### src/hdl/allocation_tracking_table_defines.svh
// Assertion macros for the allocation tracking table.
// Used by allocation_tracking_table.sv; expects clk and rst_n in scope.
`ifndef ALLOCATION_TRACKING_TABLE_DEFINES_SVH
`define ALLOCATION_TRACKING_TABLE_DEFINES_SVH

// same-cycle implication, checked outside reset
`define ATT_ASSERT_IMPL(lbl, ante, cons, msg) \
  lbl: assert property (@(posedge clk) disable iff (!rst_n) (ante) |-> (cons)) \
    else $error(msg);

// next-cycle implication, checked outside reset
`define ATT_ASSERT_NEXT(lbl, ante, cons, msg) \
  lbl: assert property (@(posedge clk) disable iff (!rst_n) (ante) |=> (cons)) \
    else $error(msg);

`endif

### src/hdl/att_pkg.sv
// Types and codes for the allocation tracking table.
// No dependencies; imported by allocation_tracking_table.
`default_nettype none

package att_pkg;

  localparam logic OP_ALLOC = 1'b0;
  localparam logic OP_FREE  = 1'b1;

  localparam logic [1:0] ST_OK        = 2'd0;
  localparam logic [1:0] ST_NULL      = 2'd1;
  localparam logic [1:0] ST_FULL      = 2'd2;
  localparam logic [1:0] ST_UNTRACKED = 2'd3;

  typedef struct packed {
    logic        op;
    logic [31:0] address;
    logic [31:0] block_size;
  } in_word_t;

  typedef struct packed {
    logic [1:0]  status;
    logic [31:0] assigned_id;
    logic [6:0]  active_count;
    logic [31:0] live_size_sum;
    logic [6:0]  peak_count;
    logic [31:0] peak_size_sum;
    logic [31:0] lifetime_allocs;
    logic [47:0] alloc_size_sum;
    logic [31:0] free_total;
    logic [31:0] invalid_free_total;
  } out_word_t;

  // one table row
  typedef struct packed {
    logic        valid;
    logic [31:0] address;
    logic [31:0] size;
  } entry_t;

  typedef enum logic [3:0] {
    S_CLEAR,
    S_IDLE,
    S_SCAN,
    S_A_BYTES,
    S_A_TOTAL,
    S_A_COUNT,
    S_A_ID,
    S_F_BYTES,
    S_F_COUNT,
    S_BAD,
    S_RESP
  } state_t;

endpackage

`default_nettype wire

### src/hdl/allocation_tracking_table.sv
// Allocation tracking table: top level, table memory and sequencer.
// Depends on att_pkg and allocation_tracking_table_defines.svh.
`default_nettype none

// Channel   Ports                      Handshake
// input     in_word                    taken when start && !busy
// result    out_word                   out_valid strobe, one cycle, no stall
//
// A null address goes straight to the result. Otherwise the table is scanned
// through the single registered memory read port, one row a cycle, and the
// shared adder then takes bytes, total, count and id for an alloc, bytes and
// count for a free, or the invalid-free count for an untracked free.
// After reset a clearing pass over every row runs with busy high.
// busy stays high from accept until the strobe cycle; the result cannot be
// held off, so it is shown for exactly one cycle.

`include "allocation_tracking_table_defines.svh"

module allocation_tracking_table
  import att_pkg::*;
#(
  parameter int TABLE_DEPTH = 64
) (
  input  wire logic      clk,
  input  wire logic      rst_n,
  input  wire logic      start,
  output logic           busy,
  input  wire in_word_t  in_word,
  output logic           out_valid,
  output out_word_t      out_word
);

  localparam int IW = $clog2(TABLE_DEPTH);
  localparam int CW = $clog2(TABLE_DEPTH + 1);
  localparam logic [IW:0]   DEPTH_W = (IW + 1)'(TABLE_DEPTH);
  localparam logic [IW-1:0] LAST    = IW'(TABLE_DEPTH - 1);

  // table memory: one write port, one registered read port
  entry_t          mem [TABLE_DEPTH];
  entry_t          rd_data_r;
  logic            rd_en;
  logic            wr_en;
  logic [IW-1:0]   wr_addr;
  entry_t          wr_data;

  state_t          state_r, state_nxt;
  in_word_t        in_r, in_nxt;
  logic [IW-1:0]   scan_idx_r, scan_idx_nxt;
  logic            chk_vld_r, chk_vld_nxt;
  logic [IW-1:0]   chk_idx_r, chk_idx_nxt;
  logic [IW-1:0]   slot_r, slot_nxt;
  logic [31:0]     size_r, size_nxt;
  logic [1:0]      status_r, status_nxt;
  logic [31:0]     id_r, id_nxt;

  logic [31:0]     next_id_r, next_id_nxt;
  logic [CW-1:0]   live_count_r, live_count_nxt;
  logic [31:0]     live_bytes_r, live_bytes_nxt;
  logic [CW-1:0]   max_count_r, max_count_nxt;
  logic [31:0]     max_bytes_r, max_bytes_nxt;
  logic [31:0]     alloc_cnt_r, alloc_cnt_nxt;
  logic [47:0]     alloc_bytes_r, alloc_bytes_nxt;
  logic [31:0]     free_cnt_r, free_cnt_nxt;
  logic [31:0]     bad_cnt_r, bad_cnt_nxt;

  // shared adder / subtractor
  logic [47:0]     add_a, add_b;
  logic            add_sub;
  logic [48:0]     add_sum;

  logic            hit;

  assign add_sum = {1'b0, add_a} + ({1'b0, add_b} ^ {49{add_sub}}) + 49'(add_sub);

  // row under check matches the request
  always_comb begin
    if (in_r.op == OP_ALLOC) begin
      hit = !rd_data_r.valid;
    end else begin
      hit = rd_data_r.valid && (rd_data_r.address == in_r.address);
    end
  end

  always_ff @(posedge clk) begin
    if (wr_en) begin
      mem[wr_addr] <= wr_data;
    end
    if (rd_en) begin
      rd_data_r <= mem[scan_idx_r];
    end
  end

  always_ff @(posedge clk) begin
    if (!rst_n) begin
      state_r       <= S_CLEAR;
      scan_idx_r    <= '0;
      chk_vld_r     <= 1'b0;
      next_id_r     <= 32'd1;
      live_count_r  <= '0;
      live_bytes_r  <= '0;
      max_count_r   <= '0;
      max_bytes_r   <= '0;
      alloc_cnt_r   <= '0;
      alloc_bytes_r <= '0;
      free_cnt_r    <= '0;
      bad_cnt_r     <= '0;
    end else begin
      state_r       <= state_nxt;
      scan_idx_r    <= scan_idx_nxt;
      chk_vld_r     <= chk_vld_nxt;
      next_id_r     <= next_id_nxt;
      live_count_r  <= live_count_nxt;
      live_bytes_r  <= live_bytes_nxt;
      max_count_r   <= max_count_nxt;
      max_bytes_r   <= max_bytes_nxt;
      alloc_cnt_r   <= alloc_cnt_nxt;
      alloc_bytes_r <= alloc_bytes_nxt;
      free_cnt_r    <= free_cnt_nxt;
      bad_cnt_r     <= bad_cnt_nxt;
    end
  end

  // payload registers, no reset
  always_ff @(posedge clk) begin
    in_r      <= in_nxt;
    chk_idx_r <= chk_idx_nxt;
    slot_r    <= slot_nxt;
    size_r    <= size_nxt;
    status_r  <= status_nxt;
    id_r      <= id_nxt;
  end

  always_comb begin
    state_nxt       = state_r;
    in_nxt          = in_r;
    scan_idx_nxt    = scan_idx_r;
    chk_vld_nxt     = chk_vld_r;
    chk_idx_nxt     = chk_idx_r;
    slot_nxt        = slot_r;
    size_nxt        = size_r;
    status_nxt      = status_r;
    id_nxt          = id_r;
    next_id_nxt     = next_id_r;
    live_count_nxt  = live_count_r;
    live_bytes_nxt  = live_bytes_r;
    max_count_nxt   = max_count_r;
    max_bytes_nxt   = max_bytes_r;
    alloc_cnt_nxt   = alloc_cnt_r;
    alloc_bytes_nxt = alloc_bytes_r;
    free_cnt_nxt    = free_cnt_r;
    bad_cnt_nxt     = bad_cnt_r;
    add_a           = '0;
    add_b           = '0;
    add_sub         = 1'b0;
    rd_en           = 1'b0;
    wr_en           = 1'b0;
    wr_addr         = slot_r;
    wr_data         = '{valid: 1'b0, address: in_r.address, size: in_r.block_size};

    unique case (state_r)
      // invalidate every row after reset
      S_CLEAR: begin
        wr_en        = 1'b1;
        wr_addr      = scan_idx_r;
        scan_idx_nxt = scan_idx_r + IW'(1);
        if (scan_idx_r == LAST) begin
          scan_idx_nxt = '0;
          state_nxt    = S_IDLE;
        end
      end

      S_IDLE: begin
        if (start) begin
          in_nxt = in_word;
          id_nxt = '0;
          if (in_word.address == 32'd0) begin
            status_nxt = ST_NULL;
            state_nxt  = S_RESP;
          end else begin
            scan_idx_nxt = '0;
            chk_vld_nxt  = 1'b0;
            state_nxt    = S_SCAN;
          end
        end
      end

      // read row scan_idx while checking the row read last cycle
      S_SCAN: begin
        rd_en        = ({1'b0, scan_idx_r} < DEPTH_W);
        chk_vld_nxt  = 1'b1;
        chk_idx_nxt  = scan_idx_r;
        scan_idx_nxt = scan_idx_r + IW'(1);
        if (chk_vld_r) begin
          if (hit) begin
            slot_nxt   = chk_idx_r;
            size_nxt   = rd_data_r.size;
            status_nxt = ST_OK;
            if (in_r.op == OP_ALLOC) begin
              id_nxt    = next_id_r;
              state_nxt = S_A_BYTES;
            end else begin
              state_nxt = S_F_BYTES;
            end
          end else if (chk_idx_r == LAST) begin
            if (in_r.op == OP_ALLOC) begin
              status_nxt = ST_FULL;
              state_nxt  = S_RESP;
            end else begin
              status_nxt = ST_UNTRACKED;
              state_nxt  = S_BAD;
            end
          end
        end
      end

      S_A_BYTES: begin
        wr_en          = 1'b1;
        wr_data.valid  = 1'b1;
        add_a          = {16'd0, live_bytes_r};
        add_b          = {16'd0, in_r.block_size};
        live_bytes_nxt = add_sum[32] ? 32'hFFFF_FFFF : add_sum[31:0];
        live_count_nxt = live_count_r + CW'(1);
        state_nxt      = S_A_TOTAL;
      end

      S_A_TOTAL: begin
        add_a           = alloc_bytes_r;
        add_b           = {16'd0, in_r.block_size};
        alloc_bytes_nxt = add_sum[48] ? 48'hFFFF_FFFF_FFFF : add_sum[47:0];
        state_nxt       = S_A_COUNT;
      end

      S_A_COUNT: begin
        add_a         = {16'd0, alloc_cnt_r};
        add_b         = 48'd1;
        alloc_cnt_nxt = add_sum[32] ? 32'hFFFF_FFFF : add_sum[31:0];
        state_nxt     = S_A_ID;
      end

      // id advance plus peak tracking
      S_A_ID: begin
        add_a       = {16'd0, next_id_r};
        add_b       = 48'd1;
        next_id_nxt = add_sum[32] ? 32'hFFFF_FFFF : add_sum[31:0];
        if (live_count_r > max_count_r) begin
          max_count_nxt = live_count_r;
        end
        if (live_bytes_r > max_bytes_r) begin
          max_bytes_nxt = live_bytes_r;
        end
        state_nxt = S_RESP;
      end

      // clear the row, clamp bytes at zero on underflow
      S_F_BYTES: begin
        wr_en          = 1'b1;
        add_a          = {16'd0, live_bytes_r};
        add_b          = {16'd0, size_r};
        add_sub        = 1'b1;
        live_bytes_nxt = add_sum[48] ? 32'd0 : add_sum[31:0];
        if (live_count_r != '0) begin
          live_count_nxt = live_count_r - CW'(1);
        end
        state_nxt = S_F_COUNT;
      end

      S_F_COUNT: begin
        add_a        = {16'd0, free_cnt_r};
        add_b        = 48'd1;
        free_cnt_nxt = add_sum[32] ? 32'hFFFF_FFFF : add_sum[31:0];
        state_nxt    = S_RESP;
      end

      S_BAD: begin
        add_a       = {16'd0, bad_cnt_r};
        add_b       = 48'd1;
        bad_cnt_nxt = add_sum[32] ? 32'hFFFF_FFFF : add_sum[31:0];
        state_nxt   = S_RESP;
      end

      S_RESP: begin
        state_nxt = S_IDLE;
      end

      default: begin
        state_nxt = S_IDLE;
      end
    endcase
  end

  assign busy      = (state_r != S_IDLE);
  assign out_valid = (state_r == S_RESP);

  always_comb begin
    out_word.status             = status_r;
    out_word.assigned_id        = id_r;
    out_word.active_count       = 7'(live_count_r);
    out_word.live_size_sum      = live_bytes_r;
    out_word.peak_count         = 7'(max_count_r);
    out_word.peak_size_sum      = max_bytes_r;
    out_word.lifetime_allocs    = alloc_cnt_r;
    out_word.alloc_size_sum     = alloc_bytes_r;
    out_word.free_total         = free_cnt_r;
    out_word.invalid_free_total = bad_cnt_r;
  end

  // checks
  `ATT_ASSERT_NEXT(a_strobe_single, out_valid, !out_valid, "result strobe longer than one cycle")
  `ATT_ASSERT_IMPL(a_id_only_ok, out_valid && (out_word.assigned_id != 32'd0), out_word.status == ST_OK, "id given on failed event")
  `ATT_ASSERT_IMPL(a_count_bound, 1'b1, {1'b0, live_count_r} <= (CW + 1)'(TABLE_DEPTH), "live count above table depth")
  `ATT_ASSERT_IMPL(a_peak_bound, state_r == S_IDLE, (live_count_r <= max_count_r) && (live_bytes_r <= max_bytes_r || in_r.op == OP_FREE || in_r.address == 32'd0 || status_r != ST_OK), "live total above its peak")

endmodule

`default_nettype wire

### config.mk
export PLATFORM = sky130hd
export DESIGN_NAME = allocation_tracking_table
export DESIGN_NICKNAME = d
export VERILOG_FILES = /design/src/hdl/att_pkg.sv /design/src/hdl/allocation_tracking_table.sv
export VERILOG_INCLUDE_DIRS = /design/src /design/src/hdl
export SDC_FILE = /design/constraint.sdc
export NUM_CORES = 2
export LEC_CHECK = 0
export BUFFER_PORTS_ARGS = -buffer_cell sky130_fd_sc_hd__clkbuf_2
export CAP_MARGIN = 20
export CORE_MARGIN = 2
export CORE_UTILIZATION = 35
export CTS_BUF_LIST = sky130_fd_sc_hd__clkbuf_4 sky130_fd_sc_hd__clkbuf_8 sky130_fd_sc_hd__clkbuf_16
export DETAILED_ROUTE_END_ITERATION = 12
export PLACE_DENSITY = 0.48
export SKIP_CTS_REPAIR_TIMING = 1
export SYNTH_ARGS = -nofsm -noshare
export SYNTH_HDL_FRONTEND = slang
export SYNTH_MEMORY_MAX_BITS = 65536
export SYNTH_SLANG_ARGS = --single-unit
export TNS_END_PERCENT = 50
### constraint.sdc
create_clock -name clk -period 6.3 [get_ports clk]
set_input_delay 0.63 -clock clk [delete_from_list [all_inputs] [get_ports clk]]
set_output_delay 0.63 -clock clk [all_outputs]
set_load 0.005 [all_outputs]
**Word-level counts from Yosys, hierarchy flattened**

Memory sizes are Yosys's and may differ from the RTL's. A register that Yosys moved wholly into a read port is not among the register bits.
Cells that the tools add are included.

- Bits in registers: 408
- Latch bits: 0
- Bits in writable memories: 4160
- Memory bits (read-only): 0
- Input port bits: 68
- Output and inout port bits: 258
- Word-level logic and storage cells: 119
- Memories: 1

- Add/sub/neg operators: 5
- Multiply operators: 0
- Div/mod/pow operators: 0
- Order comparisons: 2
- Eq/ne operators: 23
- Shifts and indexed selects: 0
- Multiplexer cells: 44
- Bitwise operators: 1
- Reductions and logical operators: 23

Memories:

| memory | words | width | read ports | clocked after memory_dff | write ports | RTL line | text |
|---|---|---|---|---|---|---|---|
| mem | 64 | 65 | 1 | 1 | 1 | allocation_tracking_table.sv:39 | `entry_t mem [TABLE_DEPTH];` |

Operators by type and width:

| cell | count |
|---|---|
| $pmux W48 S6 | 1 |
| $mux W32 | 6 |
| $pmux W32 S2 | 2 |
| $pmux W32 S3 | 1 |
| $add A48 B49 Y49 | 1 |
| $add A49 B1 Y49 | 1 |
| $xor A48 B49 Y49 | 1 |
| $mux W48 | 1 |
| $eq A32 B32 Y1 | 1 |
| $gt A32 B32 Y1 | 1 |
| $logic_not A32 Y1 | 1 |
| $pmux W4 S8 | 1 |
| $mux W4 | 6 |
| $mux W6 | 4 |
| $pmux W6 S3 | 1 |
| $eq A4 B3 Y1 const B | 4 |
| $ne A2 B2 Y1 const B | 8 |
| $pmux W7 S2 | 1 |
| $eq A4 B4 Y1 const B | 3 |
| $eq A6 B6 Y1 const B | 2 |
| $mux W2 | 6 |
| $mux W1 | 10 |
| $reduce_and A5 Y1 | 2 |
| $reduce_and A3 Y1 | 3 |
| 23 further kinds | 30 |

**Longest topological paths before layout**

- Depth after elaboration: 8
- Gate-level depth with buffers: 22

**Worst setup path before layout**

No wires, ideal clock.

- Kind: register to register
- Start point: reg scan_idx_r[3]
- End point: mem mem[48][0] (netlist name), enable pin
- Library setup time: 489 ps
- Arrival: 4869 ps
- Required time: 5811 ps
- Setup slack: 943 ps
- Cell stages (with the launch flop): 9
- Buffers on the path: 4
- Period minus slack after synthesis: 5357 ps
- Path through: dfxtp_1 > inv_1 > clkbuf_1 > buf_1 > buf_1 > a31oi_1 > or2_2 > clkbuf_1 > nor2_1

- Cells in the longest elaborated chain, start to end: 1

RTL lines:

| element | RTL line | text |
|---|---|---|
| start: declaration | allocation_tracking_table.sv:48 | `logic [IW-1:0] scan_idx_r, scan_idx_nxt;` |
| start signal: assignment | allocation_tracking_table.sv:109 | `scan_idx_r <= scan_idx_nxt;` |
| $mux W6 | allocation_tracking_table.sv:160 | `unique case (state_r)` |
| end: declaration | allocation_tracking_table.sv:39 |  |

No other way between the ends.

**Final worst setup path**

- Start point: reg state_r[3]
- End point: reg alloc_bytes_r[29]

- Cells in the longest elaborated chain, start to end: 7
- Elaborated cells on any way between the ends: 17

RTL lines:

| element | RTL line | text |
|---|---|---|
| start: declaration | allocation_tracking_table.sv:46 | `state_t state_r, state_nxt;` |
| start signal: assignment | allocation_tracking_table.sv:108 | `state_r <= state_nxt;` |
| $eq A4 B3 Y1 (tied with other cells) | allocation_tracking_table.sv:160 |  |
| $reduce_or A4 Y1 (no source line) or $reduce_or A2 Y1 (tied branches) | n/a |  |
| $pmux W32 S3 | allocation_tracking_table.sv:160 |  |
| $xor A48 B49 Y49 | allocation_tracking_table.sv:73 | `assign add_sum = {1'b0, add_a} + ({1'b0, add_b} ^ {49{add_sub}}) + 49'(add_sub);` |
| $add A48 B49 Y49 | allocation_tracking_table.sv:73 |  |
| $add A49 B1 Y49 | allocation_tracking_table.sv:73 |  |
| $mux W48 | allocation_tracking_table.sv:229 | `alloc_bytes_nxt = add_sum[48] ? 48'hFFFF_FFFF_FFFF : add_sum[47:0];` |
| end signal: assignment | allocation_tracking_table.sv:117 | `alloc_bytes_r <= alloc_bytes_nxt;` |
| end: declaration | allocation_tracking_table.sv:62 | `logic [47:0] alloc_bytes_r, alloc_bytes_nxt;` |

Parallel ways exist; a longest one is shown, timed or not.
A chain may end at the register's enable or synchronous reset.

==> parameters.txt <==
Parameter                              Value

Layout
  Commonest cells after routing, fill and taps aside ... 4368 x edfxtp_1, 1365 x mux4_2, 528 x clkbuf_16
  Final net count ... 9017
  Final cell area excluding filler cells ... 209000 µm²
  Number of standard cells in the final layout excluding fillers ... 16000
  Relative area change from synthesis to final layout ... 16.9%
  Storage element area ... 136000 µm²
  Most frequent standard cell in the layout excluding fill and tap cells ... edfxtp_1
  Fraction of final layout cells sized beyond drive strength 1 ... 31.7%
  Utilization after layout ... 41.0%
  Fill count ... 44400
  Area taken by multi-input logic gates ... 41000 µm²

STA
  Sum of negative setup slack ... 0 ps
  # setup viols final ... 0
  Max transition margin ... 25.3%
  Post-route clock skew ... 87.3 ps
  Max Fclk ... 176 MHz
  Final Max Slew Viols ... 0
  Share of the clock period used by the worst path after layout ... 90.0%
  Unrepaired setup endpoints after global routing ... false
  Crit path time final ... 5670 ps
  Final-report hold violation count ... 0
  Measured slew at the worst slew-check pin ... 1120 ps

Synth
  Number of synthesized register bits ... 4633
  Share of synthesized area occupied by flip-flops and latches ... 76.3%
  Post-Syn Nets ... 8230
  Fraction of synthesized cell area taken by the top area cell type ... 73.4%
  Top cells by area, synth ... edfxtp_1 73%, mux4_2 17%, dfxtp_1 3.0%
  Yosys warning count ... 0
  Leading register cell type out of synthesis ... edfxtp_1
  Post-Synthesis Mean Instance Area ... 22.2 µm²
  Post-synth EDFFs ... 4368
  Gate count after technology mapping ... 8068
  Post-synthesis async set-or-reset flop share ... 0%
  Post-synth design cell area ... 179000 µm²
  Synth cell types ... 74
  Cell type contributing the most total cell area after synthesis ... edfxtp_1

Power
  Sw Pwr ... 14.2 mW
  Pwr Density ... 317 nW/µm²
  Int Power ... 52.0 mW
  Net Sw Frac ... 21.4%
  IR drop worst, VDD ... 0.326 mV
  Sequential fraction of design power ... 50.4%
  Static Leakage ... 65.3 nW
  Combinational group share of total power ... 4.5%
  Total power draw ... 66.2 mW
  Part of the total power dissipated in the clock network ... 45.0%

Place
  Post-Place Cell Area ... 192000 µm²
  Placed instance count ... 15000
  Count of input and output buffers ... 325
  Final GP Congestion ... 0.825
  DPL Wire Length ... 303000 µm

Floorplanning
  Height of the chip ... 719 µm
  Total number of placement rows ... 262
  Overall die width ... 719 µm
  Placeable Area ... 509000 µm²
  Number of top-level design ports ... 326
  Starting density of the core ... 35.1%
  Die ar. ... 517000 µm²

Clock tree
  CTS tree ... done
  TritonCTS Buffers ... 519
  Number of sinks handled by clock tree synthesis ... 4633
  Number of H-tree levels ... 6
  Reg clk slew, reported paths ... 60 ps
  Clock latency at the later pin of the worst-skew pair ... 1070 ps
  Maximum buffer depth of the clock tree ... 4
  Master cell of the clock root buffer ... clkbuf_16

Setup path
  Critical path's slowest cell ... dfxtp_1
  Worst-path cell chain ... nand2b_1 > nor2_4 > a22oi_1 > nand3_1 > fa_1 > a21o_1 > a221oi_2 > o2111ai_1 > a31oi_2 > o31a_1 > a21oi_1 > or4_4 > a21boi_2 > buf_12 > nand2_1 > o221a_2
  Data required time of the critical path ... 7220 ps
  Cell depth of the worst flop-to-flop path ... 16
  Startpoint class of the critical path ... register
  Crit-path leading delay family ... compound AO/OA/AOI/OAI gates
  Largest fanout of any net on the critical path ... 23
  Critical Path Sink Type ... register
  Buf/Inv on CP ... 1
  Critical R2R Launch ... state_r[3]$_SDFFE_PN0P_
  Critical path's largest stage delay ... 690 ps
  Type of the setup path with the least slack ... reg -> reg
  WP data arrival ... 6590 ps
  Worst r2r dst ... alloc_bytes_r[29]$_SDFFE_PN0N_
  Setup slack on the worst flop-to-flop path ... 630 ps

Global routing
  Number of global-route vias before repair ... 91800
  Maximum number of pins on one net before global-route repair ... 126
  Total gr overflow ... 0
  Number of antenna violations at the first check in global routing ... 33
  Total Routing Usage GR ... 21.3%
  Wire length of the first global-routing pass ... 772000 µm

Route
  Via-per-instance ratio ... 5.65
  Count of nets left with antenna violations after detail routing ... 0
  Wirelength, routed ... 562000 µm
  Average wire per cell in the routed design ... 35.1 µm
  Number of design-rule violations left by the first detailed-router iteration ... 11200
  DRC Markers ... 0
  Via total after detailed routing ... 90300
  Pre-antenna DRT Iters ... 6

Worst hold path
  Worst hold path depth ... 3
  Class of the tightest hold or removal check ... in -> reg
  Destination of the worst hold path ... alloc_bytes_r[44]$_SDFFE_PN0N_
  Hold Crit Start ... rst_n

Outcome
  Outcome ... completed

Run
  Max Cap Violations ... 0
## routing by layer
metal / share of wire (%) / global-route usage, % / up-vias
met3: 6.4 / 3.11 / 704
met4: 2.2 / 4.64 / 6
li1: - / - / 35900
met1: 43 / 30.6 / 50200
met5: 0.0061 / 0 / -
met2: 48 / 34.8 / 3490
## power by group through the flow
stage / sequential [mW] / clock (mW) / combinational, mW
after global placement: 34.0 / 0 / 3.02
final: 33.4 / 29.8 / 3.01
after global routing: 33.4 / 31.6 / 3.16
after CTS: 33.4 / 30.4 / 3.03
after detailed placement: 34.0 / 0 / 3.03
after floorplan: 34.0 / 0 / 2.04
## cells in the mapped netlist, drive strengths merged, types with 20 or more instances
library cell     n
edfxtp        4368
mux4          1365
clkbuf         340
nor2           321
dfxtp          265
a21oi          143
o21ai          136
a211oi         122
nand2          121
buf            112
a22oi           94
ha              92
nand3           81
inv             59
and3            54
xor2            47
a21o            44
xnor2           42
o31ai           39
o22ai           35
nand4           26
nor4            20
## state kept, by name (all words and copies together) (netlist names), 7 cells and up
| name | cells |
|---|---|
| max_count_r | 7 |
| in_r | 65 |
| alloc_cnt_r | 32 |
| size_r | 32 |
| live_bytes_r | 32 |
| rd_data_r | 65 |
| max_bytes_r | 32 |
| id_r | 32 |
| alloc_bytes_r | 48 |
| live_count_r | 7 |
| next_id_r | 32 |
| bad_cnt_r | 32 |
| free_cnt_r | 32 |
| mem | 4160 |
## final cells by class
class / count / area share, %
clock inverter: 273 / 1.25
multi-input combinational: 2924 / 19.6
sequential: 4633 / 65.3
antenna: 4 / 0.00479
inverter: 59 / 0.117
clock buffer: 651 / 6.79
tap: 6732 / 4.03
timing repair buffer: 718 / 2.88
## per-stage QoR
stage	hold slack, ps	setup WS, ps
6_report	41.3	628
5_1_grt	19.0	269
4_1_cts	-326	538
3_5_place_dp	407	607
3_3_place_gp	405	707
2_1_floorplan	400	943
## how the worst max path moves through the flow
stage | from | endpoint | slack (ps) | cells after the start
2_1_floorplan | scan_idx_r[3]$_SDFFE_PN0P_ | mem[48][0]$_DFFE_PP_ | 940 | 8
3_3_place_gp | state_r[3]$_SDFFE_PN0P_ | alloc_bytes_r[3]$_SDFFE_PN0N_ | 710 | 17
3_5_place_dp | state_r[3]$_SDFFE_PN0P_ | alloc_bytes_r[3]$_SDFFE_PN0N_ | 610 | 17
4_1_cts | state_r[3]$_SDFFE_PN0P_ | alloc_bytes_r[29]$_SDFFE_PN0N_ | 540 | 16
5_1_grt | state_r[3]$_SDFFE_PN0P_ | alloc_bytes_r[27]$_SDFFE_PN0N_ | 270 | 17
6_report | state_r[3]$_SDFFE_PN0P_ | alloc_bytes_r[29]$_SDFFE_PN0N_ | 630 | 16
## tightest hold or removal path: stages
cell and delay, ps:
buf_4 230, o21ai_0 120, a21oi_1 40
## logic make-up (layout without fill, tap and decap cells)
logic type	Yosys count	after routing	synth area share (%)
flops	4633	4633	76.3
mux	1370	1370	17.2
simple gates	692	692	1.77
compound gates	679	679	2.49
buf+inv	511	1701	1.08
fa+ha+maj	94	94	0.666
xor+xnor	89	89	0.436
other cells	0	4	0
(Power assumes the default switching activity.)
